`src/hdl/scd_pkg.sv`:
```
// Shared package for the segment and circle hit test with damage.
// Holds field widths, the default coordinate width and the item tags that travel
// down the pipeline. It depends on nothing.
package scd_pkg;

	localparam int SCD_COORD_BITS = 16;
	localparam int RADIUS_BITS    = 15;
	localparam int HEALTH_BITS    = 16;
	localparam int DAMAGE_BITS    = 16;

	typedef struct packed {
		logic                   valid;
		logic [HEALTH_BITS-1:0] health;
	} scd_tag_t;

	typedef struct packed {
		logic                   valid;
		logic                   early_hit;
		logic                   need_wide;
		logic [HEALTH_BITS-1:0] health;
	} scd_cls_t;

	function automatic int scd_sum_bits(input int coord_bits);
		return (2 * coord_bits + 4 > 32) ? 2 * coord_bits + 4 : 32;
	endfunction

endpackage

```
`src/hdl/scd_classify.sv`:
```
// Fourth pipeline stage: settles the easy cases from the end values and flags the
// items that need the wide comparison of the squared projection against a times f0.
// Depends on scd_pkg.
module scd_classify #(
	parameter int COORD_BITS = scd_pkg::SCD_COORD_BITS,
	localparam int SW = scd_pkg::scd_sum_bits(COORD_BITS),
	localparam int AW = 2 * COORD_BITS + 2
) (
	input  logic                  clk,
	input  logic                  arst_n,
	input  scd_pkg::scd_tag_t     tag_s3,
	input  logic signed [SW-1:0]  a_s3,
	input  logic signed [SW-1:0]  h_s3,
	input  logic signed [SW-1:0]  f0_s3,
	input  logic signed [SW-1:0]  f1_s3,
	output scd_pkg::scd_cls_t     cls_s4,
	output logic [AW-1:0]         negh_s4,
	output logic [AW-1:0]         a_s4,
	output logic [AW-1:0]         f0_s4
);
	import scd_pkg::*;

	logic signed [SW-1:0] negh;
	logic a_zero, end_zero, differ, f0_neg, in_range;
	logic early_hit, need_wide;

	always_comb begin
		negh      = -h_s3;
		a_zero    = (a_s3 == '0);
		end_zero  = (f0_s3 == '0) || (f1_s3 == '0);
		differ    = f0_s3[SW-1] ^ f1_s3[SW-1];
		f0_neg    = f0_s3[SW-1];
		in_range  = h_s3[SW-1] && (negh < a_s3);
		early_hit = !a_zero && (end_zero || differ);
		need_wide = !a_zero && !end_zero && !differ && !f0_neg && in_range;
	end

	always_ff @(posedge clk or negedge arst_n) begin
		if (!arst_n) begin
			cls_s4 <= '0;
		end else begin
			cls_s4 <= '{valid: tag_s3.valid, early_hit: early_hit,
				need_wide: need_wide, health: tag_s3.health};
		end
	end

	always_ff @(posedge clk) begin
		negh_s4 <= negh[AW-1:0];
		a_s4    <= a_s3[AW-1:0];
		f0_s4   <= f0_s3[AW-1:0];
	end

endmodule

```
`config.mk`:
```
export PLATFORM = sky130hd
export DESIGN_NAME = scd_classify
export DESIGN_NICKNAME = d
export VERILOG_FILES = /design/src/hdl/scd_pkg.sv /design/src/hdl/scd_classify.sv
export SDC_FILE = /design/constraint.sdc
export NUM_CORES = 1
export LEC_CHECK = 0
export ABC_AREA = 1
export BUFFER_PORTS_ARGS = -buffer_cell sky130_fd_sc_hd__buf_2
export CORE_ASPECT_RATIO = 1.2
export CORE_MARGIN = 2
export CORE_UTILIZATION = 40
export CTS_CLUSTER_DIAMETER = 40
export DETAILED_ROUTE_END_ITERATION = 8
export PLACE_DENSITY = 0.85
export REMOVE_ABC_BUFFERS = 1
export SLEW_MARGIN = 20
export SYNTH_ARGS = -nofsm -noshare
export SYNTH_HDL_FRONTEND = slang
export SYNTH_SLANG_ARGS = --single-unit
```
`constraint.sdc`:
```
create_clock -name clk -period 0.8 [get_ports clk]
set_input_delay 0.12 -clock clk [delete_from_list [all_inputs] [get_ports clk]]
set_output_delay 0.12 -clock clk [all_outputs]
set_load 0.02 [all_outputs]
```
# Yosys cells after proc, flatten, opt, wreduce, memory -nomap -nowiden
# Index checks and enable logic that the tools add are counted.
[op_classes]
n_addsub = 1
multipliers = 0
div = 0
order_cmp = 1
n_eq_ne = 0
shifts = 0
mux = 0
bitwise_logic = 1
n_reduce_logical = 15
[ops]
columns = ["cell", "count"]
rows = [
  ["$logic_not 36->1", 3],
  ["$lt 36x36->1", 1],
  ["$neg 36->36", 1],
  ["$logic_and 1x1->1", 6],
  ["$logic_not 1->1", 4],
  ["$logic_or 1x1->1", 2],
  ["$xor 1x1->1", 1],
]
[totals]
ff_bits = 121
latch_bits = 0
mem_bits_rw = 0
rom_bits = 0
inputBits = 163
memories = 0

# Depth between registers and ports, before layout
# Gate-level depths: netlist (run 1).
[logic_depth]
ltp_word = 7
mapped_depth = 24
ltp_nobuf = 24

# Worst setup path before layout (run 1)
# OpenSTA, ideal clock, no wires.
[synth_path]
path_kind = "input-to-reg"
from = "input port h_s3[1]"
to = "register cls_s4[16] (netlist name)"
setup_ps = 115
arrival_time_ps = 2177
t_required_ps = 685
slack_ps = -1493
cell_stages = 23
path_cell_list = "inv_1 -> ha_1 -> nand2_2 -> nor2_4 -> nand2_4 -> nor2_4 -> nand2_2 -> nor2_4 -> nand3_2 -> xnor2_1 -> inv_1 -> ha_1 -> nand2_1 -> nor2_1 -> nand2_1 -> nor2_1 -> nand2_1 -> nor2_1 -> nor2_1 -> nand2_1 -> nand2_1 -> nand2_1 -> nor2_1"
[synth_between]
elab_chain_cells = 4
[synth_rtl]
columns = ["item", "line_no", "source"]
rows = [
  ["start: declaration", "scd_classify.sv:13", "input logic signed [SW-1:0] h_s3,"],
  ["$neg 36->36", "scd_classify.sv:28", "negh = -h_s3;"],
  ["via negh[18]", "scd_classify.sv:23", "logic signed [SW-1:0] negh;"],
  ["$lt 36x36->1", "scd_classify.sv:33", "in_range = h_s3[SW-1] && (negh < a_s3);"],
  ["$logic_and 1x1->1", "scd_classify.sv:33", ""],
  ["$logic_and 1x1->1", "scd_classify.sv:35", "need_wide = !a_zero && !end_zero && !differ && !f0_neg && in_range;"],
  ["via need_wide", "scd_classify.sv:25", "logic early_hit, need_wide;"],
  ["end signal: assignment", "scd_classify.sv:42", "cls_s4 <= '{valid: tag_s3.valid, early_hit: early_hit,"],
  ["end: declaration", "scd_classify.sv:16", "output scd_pkg::scd_cls_t cls_s4,"],
]
# The timed path passes the listed nets, and every way through them passes these cells.

# Final worst setup path (run 1)
[layout_path]
from = "input port h_s3[22]"
to = "register cls_s4[16] (netlist name)"
[layout_between]
elab_chain_cells = 4
[layout_rtl]
columns = ["item", "line_no"]
rows = [
  ["$neg 36->36", "scd_classify.sv:28"],
  ["$lt 36x36->1", "scd_classify.sv:33"],
  ["$logic_and 1x1->1", "scd_classify.sv:33"],
  ["$logic_and 1x1->1", "scd_classify.sv:35"],
  ["via need_wide", "scd_classify.sv:25"],
]
# The timed path passes the listed nets, and every way through them passes these cells.

==> impl_results.md, run 1 <==
* GRT Util Overall at 38.6%
* Crit Path Class: in2reg
* CP startpoint kind: primary input
* Slowest stage delay, CP at 310 ps
* Final Hold Viols at 0
* DRT iter0 DRCs at 683
* CP endpoint kind: flip-flop
* Sink Count at 121
* # nets final at 1277
* CP required at 1130 ps
* Fin crit share at 342%
* Placer Congestion at 0.962
* Setup slack at placement at -1870 ps
* Most frequent cells in the layout: 150 x buf_6, 149 x buf_2, 110 x buf_4
* Fin worst setup slack at -1940 ps
* Flops & latches, synth at 121
* Worst-path cell chain: buf_2 > inv_1 > nand3_2 > inv_2 > nand4_1 > nor2_4 > nand3b_1 > nand2_1 > inv_1 > ha_1 > buf_4 > a21oi_1 > o21ai_1 > nor2_1 > nand2_2 > nor2_2 > nand2_1 > nand2_1 > nand2_1 > nor2_1
* Commonest non-fill, non-tap cell in the layout: buf_6
* Non-Filler Instances at 1256
* I/O Pins at 284
* Row cnt at 44
* CTS buffer count at 17
* # DRC at 0
* Syn avg cell area at 8.75 sq um
* Status: complete, but fails checks
* TritonCTS clock tree: done
* Share of cells above drive strength 1 at 61.7%
* Initial Util at 40.8%
* Core Area at 12000 sq um
* Worst slew margin at 61.9%
* Seq/Total Area, Yosys at 51.4%
* Seq. cell area at 2650 sq um
* IO buf count at 283
* Power density over the cells at 1790 nW/um^2
* Vias in the first global route at 7055
* Least-Margin Pin Slew at 567 ps
* Root buf cell: clkbuf_16
* DIE AREA at 13100 sq um
* Via/cell ratio at 5.61
* FFs w/ async S/R, synth at 15.7%
* Maximum VDD drop at 1690 uV
* Grt ovf at 0
* Final setup fails at 154
* Unrepaired setup endpoints after global routing: true
* Syn Inst Count at 559
* Violations in the final reports: setup timing
* CP arrival at 3060 ps
* Clock Path Buffers at 2
* Worst hold path type: in2reg
* Max FO, Critical Path at 4
* Synth Flop Type: dfxtp_1
* P&R area growth vs syn at 118%
* Wire per inst at 25.2 um
* Distinct cells, synth at 26
* Final wirelength at 31600 um
* Final Max Tran Viols at 0
* Max Cap Viol at 0
* Synthesized area at 4890 sq um
* Initial antenna violation count at 5
* Post-synth EDFFs at 0
* Placed cell count at 1118
* Tmin final at 2740 ps
* First-pass GRT wire length at 38300 um
* Peak Freq at 365 MHz
* Leak at 5.29 nW
* Crit path top cell by count: nand2_1
* Slowest-stage cell, CP: ha_1
* Clock edge transition at the registers on the reported setup and hold paths at 60 ps
* Post-DRT Antenna Nets at 0
* Overall power at 0.0190 W
* Die height at 125 um
* Vias at 7042
* H-tree levels at 4
* TritonRoute pass-1 iters at 7
* Yosys warning total at 0
* Fill cell count at 489
* Multi-input gate area at 2580 sq um
* Die width at 105 um
* Hpwl dp at 14300 um
* Pin count of the biggest net entering global routing at 20
==> stage by stage <==
stage          hold WS (ps)  util, %  cell area (sq um)  TNS [ps]
5_1_grt                44.4     88.8              10700    -38240
2_1_floorplan          -176        -               4890    -10130
6_report               55.6     88.8              10700    -35030
3_5_place_dp           71.7     61.6               7390    -21280
3_3_place_gp           67.8     61.6               7390    -19920
4_1_cts                7.79     83.4              10000    -28440
==> report_power, final <==
| group | switching (W) | internal [W] |
|---|---|---|
| Combinational | 0.00214 | 0.00198 |
| Sequential | 0.000217 | 0.00644 |
| Clock | 0.00326 | 0.00501 |
==> Yosys cell counts (4+ instances only) <==
master    count  area, sq um
dfxtp_1     102         2040
inv_1       102          383
nor2_1       86          323
nand2_1      85          319
ha_1         36          450
xor2_1       26          228
dfrtp_1      19          475
nand3_1      19         95.1
nand4_1      16          100
a21oi_1      12         60.1
nor4_1       11         68.8
nor3_1        7         35.0
xnor2_1       5         43.8
nand3b_1      4         30.0
nor2_2        4         25.0
nor2_4        4         45.0
==> state kept, by name, summed over array words and instances (netlist names) <==
signal   flops
cls_s4      19
a_s4        34
f0_s4       34
negh_s4     34
==> cells by family (layout without fill, tap and decap cells) <==
kind of cell	count (synthesis)	in the layout	share of synthesized area [%]
flip-flops	121	121	51.4
XOR/XNOR	31	31	5.55
buffers and inverters	105	637	8.05
adder cells (fa/ha/maj)	36	36	9.20
AO/OA/AOI/OAI	20	20	2.30
AND/OR/NAND/NOR	246	246	23.4
other	0	4	0
==> path summary, 6_finish.rpt <==
kind | from | cells after the start | endpoint | slack (ps)
max | h_s3[22] | 20 | cls_s4[16] | -1940
min in group asynchronous | arst_n | 2 | cls_s4[7] | 200
max in group asynchronous | arst_n | 2 | cls_s4[8] | 270
min | h_s3[1] | 3 | negh_s4[1] | 60
==> what timing repair did <==
item / in CTS / in global routing
pin swaps: 34 / 45
endpoints found under the hold margin: 105 / 0
hold buffers: 87 / 0
resized for setup: 388 / 152
endpoints found under the setup margin: 150 / 151
buffers inserted: 7 / 15
==> final cells by class <==
class                           count  share of cell area [%]
Clock buffer                       18                    4.12
Antenna cell                        4                  0.0939
Timing Repair Buffer              500                    39.4
Tap cell                          161                    1.89
Clock inverter                     14                    1.62
Sequential cell                   121                    24.8
Multi-Input combinational cell    333                    24.2
Inverter                          105                    3.89
==> worst max-delay path: cells and delay by family <==
kind            cells  cell delay, ps
compound gates      2             320
fa+ha+maj           1             310
buf+inv             5             740
simple gates       12            1590
==> routing by layer <==
metal	track usage, %	part of all wire, %	vias up
met1	36.0	30	3215
met5	0	0.051	-
met4	28.2	12	2
met3	11.3	9.9	310
met2	70.7	48	723
li1	-	-	2792
Power figures use the tool's default switching activity.
==> inputs of run 2 (changes only) <==
Settings changed: CORE_ASPECT_RATIO 1.2 to default, CTS_CLUSTER_SIZE from default to 25.
==> run 2 against run 1 <==
The flow still finishes with violations (setup timing). Design area up 0.80%. Global-route usage down 1.3 points. Combinational power down 1%. Critical path depth up 3. Sequential cell count unchanged. Total power down 4.6%. Hold slack worse by 16 ps. Sequential share of layout area down 0.20 points. Cell count about the same. Via count down 2.8%. Largest cell class unchanged.
==> impl_results.md, run 2 (synthesis gave the netlist of run 1 again) <==
* Top Registers: a_s4 (34), f0_s4 (34), negh_s4 (34)
* Pin count of the biggest net entering global routing at 20 (unchanged)
* I/O Pins at 284 (unchanged)
* Most frequent cells in the layout: 161 x buf_6, 154 x buf_2, 109 x buf_4
* Core Area at 12000 sq um (-0.33%)
* Clock Path Buffers at 2 (unchanged)
* P&R area growth vs syn at 120%
* Setup TNS at -35890 ps (-861 ps)
* TritonRoute pass-1 iters at 6 (-1)
* Final setup fails at 153 (-0.65%)
* Fin crit share at 360% (+18 points)
* Hold Crit Start: h_s3[1]
* Placer Congestion at 0.921 (-4.3%)
* Final Util at 89.8% (+1.0 points)
* Status: complete, but fails checks
* CP required at 1110 ps (-20 ps)
* Commonest non-fill, non-tap cell in the layout: buf_6
* Violations in the final reports: setup timing
* Final hold slack at 39.3 ps (-16.3 ps)
* CP arrival at 3190 ps (+130 ps)
* Worst hold path type: in2reg
* GRT Util Overall at 37.3% (-1.3 points)
* Via/cell ratio at 5.44 (-2.9%)
* Max FO, Critical Path at 3 (-1)
* Non-Filler Instances at 1257 (+0.080%)
* Hpwl dp at 13500 um (-5.8%)
* Final wirelength at 29300 um (-7.5%)
* CP endpoint kind: flip-flop
* DRT iter0 DRCs at 698 (+2.2%)
* Hold path depth at 3 (unchanged)
* First-pass GRT wire length at 36800 um (-3.9%)
* Unrepaired setup endpoints after global routing: true
* Leak at 5.34 nW (+1.1%)
* Grt ovf at 0 (unchanged)
* Power density over the cells at 1690 nW/um^2 (-5.4%)
* Row cnt at 40 (-9.1%)
* Vias at 6843 (-2.8%)
* # DRC at 0 (unchanged)
* H-tree levels at 4 (unchanged)
* Final Max Tran Viols at 0 (unchanged)
* Clock edge transition at the registers on the reported setup and hold paths at 60 ps (about the same)
* Vias in the first global route at 7014 (-0.58%)
* Wire per inst at 23.3 um (-7.5%)
* Peak Freq at 347 MHz (-5.0%)
* Post-DRT Antenna Nets at 0 (unchanged)
* Placed cell count at 1111 (-0.63%)
* TritonCTS clock tree: done
* DIE AREA at 13100 sq um (about the same)
* Die width at 115 um (+9.2%)
* Worst slew margin at 68.0% (+6.1 points)
* CP startpoint kind: primary input
* Initial antenna violation count at 3 (-2)
* Critical Path End: cls_s4[16]
* Root buf cell: clkbuf_16
* Initial Util at 40.9% (+0.14 points)
* Maximum VDD drop at 2240 uV (+33%)
* Sink Count at 121 (unchanged)
* CTS buffer count at 17 (unchanged)
* IO buf count at 283 (unchanged)
* Final Hold Viols at 0 (unchanged)
* Fin worst setup slack at -2080 ps (-145 ps)
* Least-Margin Pin Slew at 476 ps (-90.6 ps)
* Overall power at 0.0182 W (-4.6%)
* Die height at 115 um (-8.4%)
* Crit path launch: h_s3[0]
* # nets final at 1293 (+1.3%)
* Crit Path Class: in2reg
* Max Cap Viol at 0 (unchanged)
* Share of cells above drive strength 1 at 61.8% (+0.10 points)
* Tmin final at 2880 ps (+145 ps)
==> run 2: cell count changes in the layout (fill, tap and decap cells not counted), moves of 3 or more <==
cell and delta:
buf_2 +5, buf_6 +11, clkbuf_1 +3, inv_6 -3, nand2_1 +5, nand2_2 -5, nor2_1 -5, nor2_2 +6
nor4_1 +3
==> run 2: what timing repair did <==
action	in CTS	in global routing
endpoints found under the hold margin	106	0
setup endpoints to repair	152	152
pin swaps	31	49
resized for setup	448	106
buffers inserted	24	20
hold buffers	87	0
==> run 2: worst max-delay path, cell delays in order <==
cell and delay (ps):
buf_8 110, inv_8 60, nand3_4 90, nor3_4 300
nand2_2 130, inv_4 110, buf_6 120, nand2_4 70
buf_6 130, xor2_1 150, inv_1 110, ha_1 340
nand2_1 130, nor2_2 180, nand2_1 130, nor2_2 250
nand2_1 130, nor2_2 140, nor2_2 50, nand2_1 90
nand2_1 90, nand2_2 100, nor2_2 50
==> run 2: layout make-up <==
cell class	instances	area, sq um
diodes	3	7.51
clock buffers	22	464
clock inverters	10	97.6
fillers	463	1220
inverters	105	419
multi-input cells	333	2570
flip-flops and latches	121	2650
well taps	147	184
repair buffers	516	4350
==> run 2: metal layers <==
metal  wire length (um)  up-vias  track usage [%]
li1                   -     2819                -
met1               9610     3172             37.9
met2              14100      609             64.5
met3               2740      243             10.2
met4               2860        0             29.3
met5                  0        -                0
==> run 2: worst min-delay path by stage <==
stage,endpoint
6_report,negh_s4[1]
5_1_grt,negh_s4[1]
4_1_cts,negh_s4[33]
3_5_place_dp,cls_s4[11]
3_3_place_gp,cls_s4[9]
2_1_floorplan,cls_s4[0]
==> run 2: power by group <==
group          total (W)  internal, W  switching [W]  leakage [nW]
registers        0.00665      0.00644       0.000207          1.08
logic            0.00408      0.00201        0.00208          4.00
clock network    0.00743      0.00444        0.00299         0.263
==> run 2: stage by stage <==
stage	area [sq um]	setup WS, ps
after detailed placement	7420	-1910
after global placement	7420	-1820
after CTS	10300	-1360
after global routing	10700	-2030
final	10700	-2080
after floorplan	4890	-1490
==> inputs of run 3 (changes only) <==
Settings changed: ABC_AREA 1 to 0, CORE_UTILIZATION 40 to 38, PLACE_DENSITY 0.85 to 0.84.
==> run 3 against run 2 <==
The run still ends with setup timing left. First-iteration DRC count is 42% lower. Combinational power fell by 9.3%. Count of clock-buffer cells in the layout stayed put. Worst setup slack worse by 740 ps. Sequential power hardly changed. Synthesized cell count decreased by 31%. Die area is 6.3% lower. Global-route usage shrank 1.3 points. Cell count fell by 15%. Hold slack got worse by 5.8 ps. Design area down 6.6%. Utilization fell by 0.79 points. Critical path type unchanged. Critical endpoint unchanged. Highest routed layer unchanged.
==> impl_results.md, run 3 <==
* Hpwl dp at 11900 um (-12%)
* Row cnt at 39 (-2.5%)
* Wire per inst at 24.0 um (+3.2%)
* Clock Path Buffers at 2 (unchanged)
* Cell area after layout at 10000 sq um (-6.6%)
* Seq/Total Area, Yosys at 57.9% (+6.5 points)
* Most frequent cells in the layout: 158 x buf_2, 154 x buf_6, 102 x dfxtp_2
* Final Util at 89.0% (-0.79 points)
* Met2 wire len at 13500 um (-4.2%)
* Syn avg cell area at 11.2 sq um (+28%)
* Least-Margin Pin Slew at 589 ps (+114 ps)
* GRT Util Overall at 36.0% (-1.3 points)
* Commonest non-fill, non-tap cell in the layout: buf_2
* Distinct cells, synth at 37 (+42%)
* Synth Flop Type: dfxtp_1
* Top sig layer: met4
* Worst hold path type: in2reg
* Syn Inst Count at 388 (-31%)
* CP endpoint kind: flip-flop
* Synth area leaders: dfxtp_1 47%, dfrtp_1 11%, ha_1 10%
* WL met1 at 8010 um (-17%)
* Crit Path Class: in2reg
* Post-synth EDFFs at 0 (unchanged)
* H-tree levels at 4 (unchanged)
* TritonRoute pass-1 iters at 5 (-1)
* Maximum VDD drop at 1730 uV (-23%)
* First-pass GRT wire length at 33600 um (-8.9%)
* P&R area growth vs syn at 131%
* Hold path depth at 3 (unchanged)
* TritonCTS clock tree: done
* IO buf count at 283 (unchanged)
* Initial antenna violation count at 4 (+1)
* Peak Freq at 276 MHz (-20%)
* Status: complete, but fails checks
* Max Cap Viol at 0 (unchanged)
* Vias at 5714 (-16%)
* Unrepaired setup endpoints after global routing: true
* Flops & latches, synth at 121 (unchanged)
* CP required at 1110 ps (about the same)
* Violations in the final reports: setup timing
* Clock edge transition at the registers on the reported setup and hold paths at 50 ps (about the same)
* # DRC at 0 (unchanged)
* Sink Count at 121 (unchanged)
* DRT iter0 DRCs at 406 (-42%)
* Root buf cell: clkbuf_16
* CP arrival at 3930 ps (+740 ps)
* Fin worst setup slack at -2820 ps (-738 ps)
* Grt ovf at 0 (unchanged)
* Die width at 111 um (-3.2%)
* Leading area contributor after synthesis: dfxtp_1
* Share of cells above drive strength 1 at 68.2% (+6.4 points)
* CTS buffer count at 17 (unchanged)
* Met3 wire len at 1740 um (-37%)
* FFs w/ async S/R, synth at 15.7% (unchanged)
* CP startpoint kind: primary input
* Synthesized area at 4350 sq um (-11%)
* Placed Area at 6670 sq um (-10%)
* Core Area at 11300 sq um (-5.8%)
* Vias in the first global route at 6110 (-13%)
* Hold Crit Start: h_s3[24]
* Fin crit share at 453% (+92 points)
* Count leader, synth: dfxtp_1
* Hold Path Sink: negh_s4[24]
* Final wirelength at 25600 um (-13%)
* Initial Util at 38.6% (-2.3 points)
* Final Max Tran Viols at 0 (unchanged)
* # nets final at 1101 (-15%)
* Post-synth top cells: 102 x dfxtp_1, 39 x inv_1, 36 x ha_1, 32 x nor4_1, 25 x xnor2_1
* Yosys warning total at 0 (unchanged)
* Top Registers: a_s4 (34), f0_s4 (34), negh_s4 (34)
* Top cell type's share of synthesized area at 47.0% (+5.2 points)
* Final setup fails at 149 (-2.6%)
* Max FO, Critical Path at 4 (+1)
* I/O Pins at 284 (unchanged)
* Leak at 4.79 nW (-10%)
* Tmin final at 3620 ps (+738 ps)
* Die height at 111 um (-3.2%)
* Pin count of the biggest net entering global routing at 20 (unchanged)
* Final Hold Viols at 0 (unchanged)
* Worst slew margin at 60.7% (-7.3 points)
* Via/cell ratio at 5.37 (-1.4%)
* Placer Congestion at 0.875 (-5.0%)
* Post-DRT Antenna Nets at 0 (unchanged)
* DIE AREA at 12300 sq um (-6.3%)
* Power density over the cells at 1800 nW/um^2 (+6.5%)
==> run 3: cell types whose count changed after synthesis, sizes merged, moves of 7 or more <==
| cell | before | now |
|---|---|---|
| inv | 105 | 39 |
| nand2 | 89 | 21 |
| nand3 | 23 | 10 |
| nand4 | 16 | 9 |
| nor2 | 94 | 19 |
| nor3 | 8 | 17 |
| nor4 | 12 | 34 |
| xnor2 | 5 | 25 |
| xor2 | 26 | 10 |
==> run 3: area by class of cell <==
class	instances	area, sq um
Sequential cell	121	2650
Fill cell	460	1240
Timing Repair Buffer	497	4150
Antenna cell	7	17.5
Clock buffer	22	454
Inverter	39	146
Tap cell	143	179
Clock inverter	10	121
Multi-Input combinational cell	226	2320
==> run 3: power by group <==
| part | internal [W] | switching (W) | leakage, nW |
|---|---|---|---|
| logic | 0.00192 | 0.00177 | 3.44 |
| registers | 0.00644 | 0.000208 | 1.08 |
| clock network | 0.00469 | 0.00304 | 0.267 |
==> run 3: worst max path at each step <==
stage | to | slack, ps | from
after floorplan | cls_s4[16] | -2650 | h_s3[5]
after global placement | cls_s4[16] | -2830 | h_s3[5]
after detailed placement | cls_s4[16] | -3010 | h_s3[17]
after CTS | cls_s4[16] | -2510 | h_s3[17]
after global routing | cls_s4[16] | -2890 | h_s3[17]
final | cls_s4[16] | -2820 | h_s3[17]
==> run 3: logic make-up after synthesis <==
| kind of cell | count (synthesis) | share of synthesized area, % |
|---|---|---|
| AO/OA/AOI/OAI | 28 | 3.86 |
| XOR/XNOR | 35 | 7.05 |
| adder cells (fa/ha/maj) | 36 | 10.4 |
| buffers and inverters | 41 | 3.57 |
| flip-flops | 121 | 57.9 |
| AND/OR/NAND/NOR | 127 | 17.2 |
==> run 3: metrics by stage <==
step                total power [W]  TNS, ps  setup WS (ps)  instances  hold WS (ps)
floorplan                   0.00754   -22760          -2650        386          -176
global placement            0.00887   -33160          -2830        910          80.7
detailed placement          0.00892   -34120          -3010        910          78.1
CTS                          0.0173   -42460          -2510       1045          8.95
global route                 0.0185   -50910          -2890       1064          34.5
finish                       0.0181   -47850          -2820       1065          33.5
==> run 3: layer usage <==
layer,vias to the layer above,GRT usage (%)
met2,428,68.2
met3,181,10.3
met4,0,23.4
met5,-,0
li1,2386,-
met1,2719,33.4
==> run 3: critical path, cell delays in order <==
cell	delay [ps]
buf_6	100
or4_4	560
nor4b_4	470
nand3_4	170
nor4_4	280
buf_4	200
nand3_4	100
xor2_4	210
ha_4	280
nand4_1	140
or4_4	560
nand3b_1	190
o221ai_2	180
nor3_1	80
nor4bb_2	270
==> run 3: what timing repair did <==
| item | CTS | global route |
|---|---|---|
| endpoints found under the setup margin | 151 | 151 |
| pin swaps | 22 | 28 |
| hold endpoints to repair | 105 | 0 |
| gates resized for setup | 428 | 61 |
| buffers inserted | 20 | 16 |
| hold buffers | 87 | 0 |
